--- src/sv/uer_pkg.sv ---
// Shared types and constants for the ultrasonic echo ranger.
// No dependencies.
package uer_pkg;

  typedef enum logic [1:0] {
    PH_IDLE = 2'd0,
    PH_TRIG = 2'd1,
    PH_WAIT = 2'd2,
    PH_MEAS = 2'd3
  } phase_t;

  typedef enum logic [1:0] {
    ST_OK    = 2'd0,
    ST_RANGE = 2'd1,
    ST_DISC  = 2'd2
  } status_t;

  localparam logic [1:0] REG_ECHO_TIMEOUT = 2'd0;
  localparam logic [1:0] REG_TRIG_TICKS   = 2'd1;
  localparam logic [1:0] REG_MIN_RANGE    = 2'd2;
  localparam logic [1:0] REG_MAX_RANGE    = 2'd3;

  localparam int CFG_DATA_W  = 17;
  localparam int DIST_W      = 17;
  localparam int SCALE_MUL   = 1756;
  localparam int SCALE_W     = 11;
  localparam int SCALE_SHIFT = 10;
  localparam int CMP_W       = 33;

  localparam logic [DIST_W-1:0] DIST_MAX = {DIST_W{1'b1}};

  typedef struct packed {
    logic [15:0]       echo_timeout_us;
    logic [7:0]        trigger_ticks;
    logic [DIST_W-1:0] min_range;
    logic [DIST_W-1:0] max_range;
  } cfg_t;

  typedef struct packed {
    logic              trigger_level;
    logic              busy_res;
    logic              done_res;
    status_t           status;
    logic [DIST_W-1:0] distance;
  } res_t;

endpackage

--- src/sv/uer_cfg.sv ---
// Configuration register bank of the ultrasonic echo ranger.
// Depends on uer_pkg.
module uer_cfg (
  input  logic                           clk,
  input  logic                           rst,
  input  logic                           cfg_valid,
  output logic                           cfg_ready,
  input  logic [1:0]                     cfg_index,
  input  logic [uer_pkg::CFG_DATA_W-1:0] cfg_data,
  output uer_pkg::cfg_t                  cfg
);
  import uer_pkg::*;

  assign cfg_ready = 1'b1;

  always_ff @(posedge clk) begin
    if (rst) begin
      cfg.echo_timeout_us <= 16'd38000;
      cfg.trigger_ticks   <= 8'd10;
      cfg.min_range       <= DIST_W'(200);
      cfg.max_range       <= DIST_W'(40000);
    end else if (cfg_valid) begin
      unique case (cfg_index)
        REG_ECHO_TIMEOUT: cfg.echo_timeout_us <= cfg_data[15:0];
        REG_TRIG_TICKS:   cfg.trigger_ticks   <= cfg_data[7:0];
        REG_MIN_RANGE:    cfg.min_range       <= cfg_data[DIST_W-1:0];
        REG_MAX_RANGE:    cfg.max_range       <= cfg_data[DIST_W-1:0];
        default: ;
      endcase
    end
  end

endmodule

--- src/sv/uer_step.sv ---
// Phase sequencer, tick counter and distance scaling for one tick item.
// Depends on uer_pkg.
module uer_step #(
  parameter int TICK_COUNT_BITS = 16
) (
  input  logic          clk,
  input  logic          rst,
  input  logic          adv,
  input  logic          start_req,
  input  logic          echo_level,
  input  uer_pkg::cfg_t cfg,
  output uer_pkg::res_t res
);
  import uer_pkg::*;

  localparam int W  = TICK_COUNT_BITS;
  localparam int PW = W + SCALE_W;

  phase_t         phase, phase_next;
  logic [W-1:0]   tick_count, tick_count_next;
  logic [W-1:0]   count_inc;
  logic [PW-1:0]  prod;
  logic [CMP_W-1:0] full;
  logic           timed_out, trig_end, out_of_range;

  assign count_inc = (&tick_count) ? tick_count : tick_count + W'(1);
  assign timed_out = CMP_W'(count_inc) > CMP_W'(cfg.echo_timeout_us);
  assign trig_end  = CMP_W'(tick_count) >= CMP_W'(cfg.trigger_ticks);
  assign prod      = PW'(tick_count) * PW'(SCALE_MUL);
  assign full      = CMP_W'(prod >> SCALE_SHIFT);
  assign out_of_range = (full < CMP_W'(cfg.min_range)) || (full > CMP_W'(cfg.max_range));

  always_comb begin
    phase_next      = phase;
    tick_count_next = tick_count;
    unique case (phase)
      PH_IDLE: begin
        if (start_req) begin
          phase_next      = PH_TRIG;
          tick_count_next = W'(1);
        end
      end
      PH_TRIG: begin
        if (trig_end) begin
          phase_next      = PH_WAIT;
          tick_count_next = '0;
        end else begin
          tick_count_next = count_inc;
        end
      end
      PH_WAIT: begin
        if (echo_level) begin
          phase_next      = PH_MEAS;
          tick_count_next = W'(1);
        end else if (timed_out) begin
          phase_next      = PH_IDLE;
          tick_count_next = '0;
        end else begin
          tick_count_next = count_inc;
        end
      end
      PH_MEAS: begin
        if (!echo_level || timed_out) begin
          phase_next      = PH_IDLE;
          tick_count_next = '0;
        end else begin
          tick_count_next = count_inc;
        end
      end
      default: ;
    endcase
  end

  always_comb begin
    res.trigger_level = 1'b0;
    res.done_res      = 1'b0;
    res.status        = ST_OK;
    res.distance      = '0;
    unique case (phase)
      PH_IDLE: res.trigger_level = start_req;
      PH_TRIG: res.trigger_level = !trig_end;
      PH_WAIT: begin
        if (!echo_level && timed_out) begin
          res.done_res = 1'b1;
          res.status   = ST_DISC;
        end
      end
      PH_MEAS: begin
        if (!echo_level) begin
          res.done_res = 1'b1;
          res.status   = out_of_range ? ST_RANGE : ST_OK;
          res.distance = (full > CMP_W'(DIST_MAX)) ? DIST_MAX : full[DIST_W-1:0];
        end else if (timed_out) begin
          res.done_res = 1'b1;
          res.status   = ST_DISC;
        end
      end
      default: ;
    endcase
    res.busy_res = (phase_next != PH_IDLE);
  end

  always_ff @(posedge clk) begin
    if (rst) begin
      phase      <= PH_IDLE;
      tick_count <= '0;
    end else if (adv) begin
      phase      <= phase_next;
      tick_count <= tick_count_next;
    end
  end

endmodule

--- src/sv/ultrasonic_echo_ranger_core.sv ---
// Top level of the ultrasonic echo ranger: input register, step logic, result register.
// Depends on uer_pkg, uer_cfg and uer_step.
//
// Each input item is one 1 us tick (start request plus sampled echo level) and
// yields exactly one result item. One item is taken every clock unless the
// result register is stalled by out_ready; an item passes through the input
// register and then the result register. The per-tick work is a single pass
// through the phase sequencer and one TICK_COUNT_BITS x 11 multiply for the
// distance, between the input register and the result register. The input register
// can take one new item while the previous result still waits for out_ready.
module ultrasonic_echo_ranger_core #(
  parameter int TICK_COUNT_BITS = 16
) (
  input  logic                           clk,
  input  logic                           rst,
  input  logic                           in_valid,
  output logic                           in_ready,
  input  logic                           start_req,
  input  logic                           echo_level,
  output logic                           out_valid,
  input  logic                           out_ready,
  output logic                           trigger_level,
  output logic                           busy_res,
  output logic                           done_res,
  output logic [1:0]                     status,
  output logic [uer_pkg::DIST_W-1:0]     distance,
  input  logic                           cfg_valid,
  output logic                           cfg_ready,
  input  logic [1:0]                     cfg_index,
  input  logic [uer_pkg::CFG_DATA_W-1:0] cfg_data
);
  import uer_pkg::*;

  cfg_t cfg;
  res_t res_comb, res_q;
  logic in_q_valid, start_q, echo_q, adv;

  uer_cfg u_cfg (
    .clk       (clk),
    .rst       (rst),
    .cfg_valid (cfg_valid),
    .cfg_ready (cfg_ready),
    .cfg_index (cfg_index),
    .cfg_data  (cfg_data),
    .cfg       (cfg)
  );

  uer_step #(
    .TICK_COUNT_BITS (TICK_COUNT_BITS)
  ) u_step (
    .clk        (clk),
    .rst        (rst),
    .adv        (adv),
    .start_req  (start_q),
    .echo_level (echo_q),
    .cfg        (cfg),
    .res        (res_comb)
  );

  assign adv      = in_q_valid && (!out_valid || out_ready);
  assign in_ready = !in_q_valid || adv;

  always_ff @(posedge clk) begin
    if (rst) begin
      in_q_valid <= 1'b0;
      out_valid  <= 1'b0;
    end else begin
      if (in_ready) in_q_valid <= in_valid;
      if (adv) out_valid <= 1'b1;
      else if (out_ready) out_valid <= 1'b0;
    end
  end

  always_ff @(posedge clk) begin
    if (in_valid && in_ready) begin
      start_q <= start_req;
      echo_q  <= echo_level;
    end
    if (adv) res_q <= res_comb;
  end

  assign trigger_level = res_q.trigger_level;
  assign busy_res      = res_q.busy_res;
  assign done_res      = res_q.done_res;
  assign status        = res_q.status;
  assign distance      = res_q.distance;

  a_done_idle: assert property (@(posedge clk) disable iff (rst)
    out_valid && res_q.done_res |-> !res_q.busy_res && !res_q.trigger_level)
    else $error("finished item still busy or triggering");

  a_disc_zero: assert property (@(posedge clk) disable iff (rst)
    out_valid && res_q.status == ST_DISC |-> res_q.distance == '0 && res_q.done_res)
    else $error("disconnected item carries a distance");

  a_quiet: assert property (@(posedge clk) disable iff (rst)
    out_valid && !res_q.done_res |-> res_q.status == ST_OK && res_q.distance == '0)
    else $error("status or distance set without done");

  a_no_stall: assert property (@(posedge clk) disable iff (rst)
    !out_valid |-> in_ready)
    else $error("input stalled with empty result register");

  a_hold: assert property (@(posedge clk) disable iff (rst)
    out_valid && !out_ready |=> out_valid && $stable(res_q))
    else $error("result changed while stalled");

endmodule

--- config.mk ---
export PLATFORM = sky130hd
export DESIGN_NAME = ultrasonic_echo_ranger_core
export DESIGN_NICKNAME = d
export VERILOG_FILES = /design/src/sv/uer_pkg.sv /design/src/sv/uer_cfg.sv /design/src/sv/uer_step.sv /design/src/sv/ultrasonic_echo_ranger_core.sv
export SDC_FILE = /design/constraint.sdc
export NUM_CORES = 1
export LEC_CHECK = 0
export BUFFER_PORTS_ARGS = -buffer_cell sky130_fd_sc_hd__buf_4
export CORE_UTILIZATION = 57
export DETAILED_ROUTE_END_ITERATION = 6
export MAX_ROUTING_LAYER = met4
export PLACE_DENSITY = 0.78
export SLEW_MARGIN = 40
export SYNTH_ARGS = -nofsm -noshare
export SYNTH_HDL_FRONTEND = slang
export SYNTH_SLANG_ARGS = --single-unit
--- constraint.sdc ---
create_clock -name clk -period 5.3 [get_ports clk]
set_input_delay 0.265 -clock clk [delete_from_list [all_inputs] [get_ports clk]]
set_output_delay 0.265 -clock clk [all_outputs]
set_load 0.005 [all_outputs]
---- Word level (Yosys, flattened, before mapping) ----
Cells that the tools add are included.
storage, ports and cells
  logic and storage cells ................. 74
  input bits .............................. 26
  bits in writable memories ............... 0
  memories kept ........................... 0
  memory bits (read-only) ................. 0
  latch bits .............................. 0
  output and inout port bits .............. 25
  flip-flop bits (word level) ............. 102
cells by class
  bitwise gates (word level) .............. 1
  muxes and demuxes ....................... 22
  multipliers ............................. 1
  reductions and logical operators ........ 22
  equality and inequality tests ........... 7
  shift operators ......................... 0
  div/mod/pow operators ................... 0
  $add $sub $neg .......................... 1
  $lt $le $gt $ge ......................... 5
operators with widths
  kind                     count
  $mux W16                 6
  $pmux W16 S4             1
  $mul A16 B9 Y25 const B  1
  $gt A17 B17 Y1           1
  $gt A17 B17 Y1 const B   1
  $lt A17 B17 Y1           1
  $mux W17                 1
  $add A16 B1 Y16 const B  1
  $ge A16 B8 Y1            1
  $gt A16 B16 Y1           1
  $reduce_and A16 Y1       1
  $mux W2                  5
  $reduce_and A2 Y1        5
  $mux W3                  3
  $eq A2 B2 Y1 const B     4
  $pmux W2 S4              1
  $pmux W3 S2              1
  $eq A2 B1 Y1 const B     2
  $logic_not A1 Y1         4
  $logic_not A2 Y1         2
  $logic_or A1 B1 Y1       4
  $reduce_bool A2 Y1       2
  $logic_and A1 B1 Y1      3
  $mux W1                  3
  4 further kinds          4

---- Longest topological paths before layout ----
  word-level depth ........................ 7
  depth in mapped cells ................... 24

---- Hierarchy ----
Synthesis repeated with hierarchy kept, for this count alone.
second synthesis, totals
  cells, all modules ...................... 1,028
  area, all modules ....................... 9,397.8 um^2
modules (own cells, without submodules)
  module                       sequential area each (um^2)  instances  cells each  area each (um^2)
  uer_step                     360.3                        1          767         6,209.7
  uer_cfg                      1,161.1                      1          227         2,363.5
  ultrasonic_echo_ranger_core  760.7                        1          34          824.5

---- Worst setup path after synthesis ----
Ideal clock, no wire load.
  path kind ............................... reg2reg
  from .................................... register u_step.tick_count[11]
  to ...................................... register res_q, in the netlist status[0] (data pin)
  period minus slack after synthesis ...... 5.410 ns
  cell stages (with the launch flop) ...... 21
  data arrival time ....................... 5.222 ns
  slack ................................... -0.110 ns
  required time ........................... 5.112 ns
  buffers on the path ..................... 0
  path through ............................ dfxtp_1 fa_1 fa_1 fa_1 inv_1 fa_1 inv_1 ha_1 and2_1 a22o_1 a311oi_1 o21bai_1 xor2_1 ha_1 a21o_1 a21o_1 a21oi_1 nand2_1 o211ai_1 a21oi_1 o41ai_1
RTL lines
  item                      line                               text
  start: declaration        uer_step.sv:20                     logic [W-1:0] tick_count, tick_count_next;
  start signal: assignment  uer_step.sv:109                    tick_count <= tick_count_next;
  end signal: assignment    ultrasonic_echo_ranger_core.sv:79  if (adv) res_q <= res_comb;
  end: declaration          ultrasonic_echo_ranger_core.sv:35  res_t res_comb, res_q;

==> impl_results.md <==
- Gr usage total: 33.05%
- Flop pwr share: 49.3%
- Net Count, Synth: 1,209
- TritonCTS Sinks: 102
- Worst skew pair latency: 0.37 ns
- Switching Power: 442.9 µW
- Io pins: 51
- Die Y: 127.2 µm
- Setup ws final: -0.3512 ns
- DRT antenna net count: 0
- PwrDens: 151.1 mW/mm²
- Area Overhead vs Synth: 24.61%
- Relative slew slack: 47.10%
- Root Driver: clkbuf_16
- Final wirelength: 24,640 µm
- Clock network power share: 40.7%
- Diode count: 0
- RSZ-0062 raised after global routing: true
- Final Skew: 0.005991 ns
- First-pass GRT wire length: 39,880 µm
- Initial antenna violation count: 0
- P_leak: 0.005533 µW
- Pre-antenna DRT Iters: 5
- Yosys cell types: 80
- Internal power: 1239 µW
- Reg2Reg Depth: 20
- Post-synth ARST share: 0%
- Final worst path period share: 106.6%
- Mapped Area: 0.008932 mm²
- Critical path data arrival time: 5.76 ns
- Most frequent cells in the layout: inv_1 (183), buf_4 (173), ha_1 (112), nand2_1 (108), dfxtp_1 (67)
- 1st-iter DRT viols: 576
- Share of cells above drive strength 1: 24.03%
- Crit end category: flip-flop
- Synth top area cells: dfxtp_1 (17%), ha_1 (17%), fa_1 (13%)
- Hold Vio Cnt, Final: 0
- Gpl congestion: 0.9022
- Routing usage on met2: 56.21%
- DR vias/cell: 5.666
- Synth Area per Inst: 8.923 µm²
- Failing checks: setup timing
- Worst-path clk slew: 0.07 ns
- DP Worst Slack: -0.4692 ns
- Setup CP Type: reg -> reg
- Main synth FF type: dfxtp_1
- Critical Path Fanout Max: 4
- Biggest area consumer among synthesized cells: dfxtp_1
- CP Data Required Time: 5.41 ns
- Synth top area share: 17.48%
- Largest buffer count on any clock path: 2
- WL/cell: 17.91 µm
- Grt met3 use: 4.899%
- Register area share after synthesis: 25.55%
- Placement Rows: 45
- Nets: 1,368
- Vias in the first global route: 7,997
- Largest net degree at the start of global routing: 75
- Area of the die: 0.01617 mm²
- Final setup fails: 1
- Dpl hpwl: 18,300 µm
- Met1 Track Usage GR: 38.89%
- Count of input and output buffers: 49
- Max Clk Rate: 177.0 MHz
- Fin Setup TNS: -0.3512 ns
- Outcome: complete, but fails checks
- Max-Cap Viols: 0
- H-Tree Depth: 3
- Routed vias: 7,796
- Commonest non-fill, non-tap cell in the layout: inv_1
- Post-synth EDFFs: 24
- CTS tree: yes
- Synth Instances: 1,001
- GRT Max-Usage Layer: met2
- Slew Limit Fails: 0
- Worst min-delay path category: in -> reg
- Initial cell density of the core: 58.54%
- Combinational Power Share: 10.0%
- Yosys reg bits: 102
- Warnings, synthesis: 0
- Total grt overflow: 0
- Sw Share: 26.34%
- Worst hold path cell count: 1
- VDD IR max: 0.0001499 V
- CTS Buf Count: 9
- DRC viols: 0
- Pin slew with the least headroom to its limit: 0.7935 ns
- Die width: 127.2 µm
- Period minus WS final: 5.651 ns
- Core Footprint: 0.01526 mm²
- CP startpoint kind: flip-flop
- Final core occ: 72.95%
- CTS Hold Bufs: 0
==> cell usage after synthesis (12+ instances only) <==
library cell / number
nor2_1: 44
xnor2_1: 25
a21oi_1: 72
nand2_1: 109
edfxtp_1: 24
dfxtp_1: 78
inv_1: 187
fa_1: 58
xor2_1: 13
a21o_1: 27
nand3_1: 13
nor3_1: 13
clkbuf_1: 20
a211o_1: 12
and2_1: 14
o21ai_0: 14
ha_1: 124
==> final cells by class <==
type	count	area [µm²]
Timing Repair Buffer	174	1310
Multi-Input combinational cell	686	6240
Clock inverter	5	46.29
Sequential cell	102	2316
Inverter	187	701.9
Clock buffer	11	252.7
Tap cell	211	264.0
Fill cell	1065	4128
==> logic make-up (layout without fill, tap and decap cells) <==
family	Yosys count	count (layout)	synth area share (%)
flip-flops	102	102	25.55
AND/OR/NAND/NOR	253	253	13.74
multiplexers	9	9	1.023
other	1	1	0.04198
adder cells (fa/ha/maj)	185	185	30.70
AO/OA/AOI/OAI	199	199	15.80
XOR/XNOR	39	39	3.908
buffers and inverters	213	377	9.231
==> state kept, by name (all words and copies together), names as in the netlist <==
| signal | flops |
|---|---|
| u_cfg.cfg | 58 |
| distance | 17 |
| u_step.tick_count | 16 |
| status | 2 |
| u_step.phase | 2 |
| busy_res | 1 |
| done_res | 1 |
| echo_q | 1 |
| in_q_valid | 1 |
| out_valid | 1 |
| start_q | 1 |
| trigger_level | 1 |
==> through the flow <==
| stage | power, µW | instance area [µm²] | hold slack [ns] | std cells |
|---|---|---|---|---|
| after floorplan | 942.0 | 8960 | 0.3639 | 1001 |
| after global placement | 1004 | 10280 | 0.4423 | 1342 |
| after detailed placement | 1008 | 10280 | 0.4445 | 1342 |
| after CTS | 1683 | 10910 | 0.07718 | 1372 |
| after global routing | 1732 | 11130 | 0.07464 | 1376 |
| final | 1682 | 11130 | 0.07818 | 1376 |
==> metal layers <==
| metal | wire [µm] | share of wire (%) | vias up |
|---|---|---|---|
| li1 | - | - | 3667 |
| met1 | 9867 | 40 | 3787 |
| met2 | 12470 | 51 | 271 |
| met3 | 1349 | 5.5 | 71 |
| met4 | 956 | 3.9 | 0 |
| met5 | 0 | 0 | - |
==> worst max-delay path, stage by stage (launching register included) <==
cell      delay [ns]
dfxtp_4         0.37
fa_1            0.55
fa_1            0.43
fa_1            0.49
inv_1           0.06
fa_1            0.55
inv_1           0.05
ha_1            0.31
and2_4          0.18
a22o_4          0.24
a31o_4          0.24
o311ai_4        0.36
nand3b_1        0.21
xor2_2          0.24
ha_1            0.31
nand4_1         0.12
nand2b_4        0.18
nor3_4          0.21
a31oi_4         0.12
o21ai_2         0.09
o41ai_2         0.08
==> power groups by stage <==
stage / combinational, µW / sequential, µW / clock (µW)
2_1_floorplan: 94.7 / 847 / 0
3_3_place_gp: 154 / 850 / 0
3_5_place_dp: 158 / 850 / 0
4_1_cts: 164 / 830 / 689
5_1_grt: 186 / 832 / 714
6_report: 169 / 829 / 684
==> path summary, 6_finish.rpt <==
kind,from,to,slack [ns]
worst min register to register,u_cfg.cfg[25],u_cfg.cfg[25],0.46
worst max-delay path,u_step.tick_count[10],status[0],-0.35
worst max register to register,u_step.tick_count[10],status[0],-0.35
worst min-delay path,start_req,start_q,0.08
==> what timing repair did <==
item	CTS	global route
endpoints found under the setup margin	1	1
buffers inserted	15	4
resized for setup	44	31
pin swaps	38	20
Power figures use the tool's default switching activity.
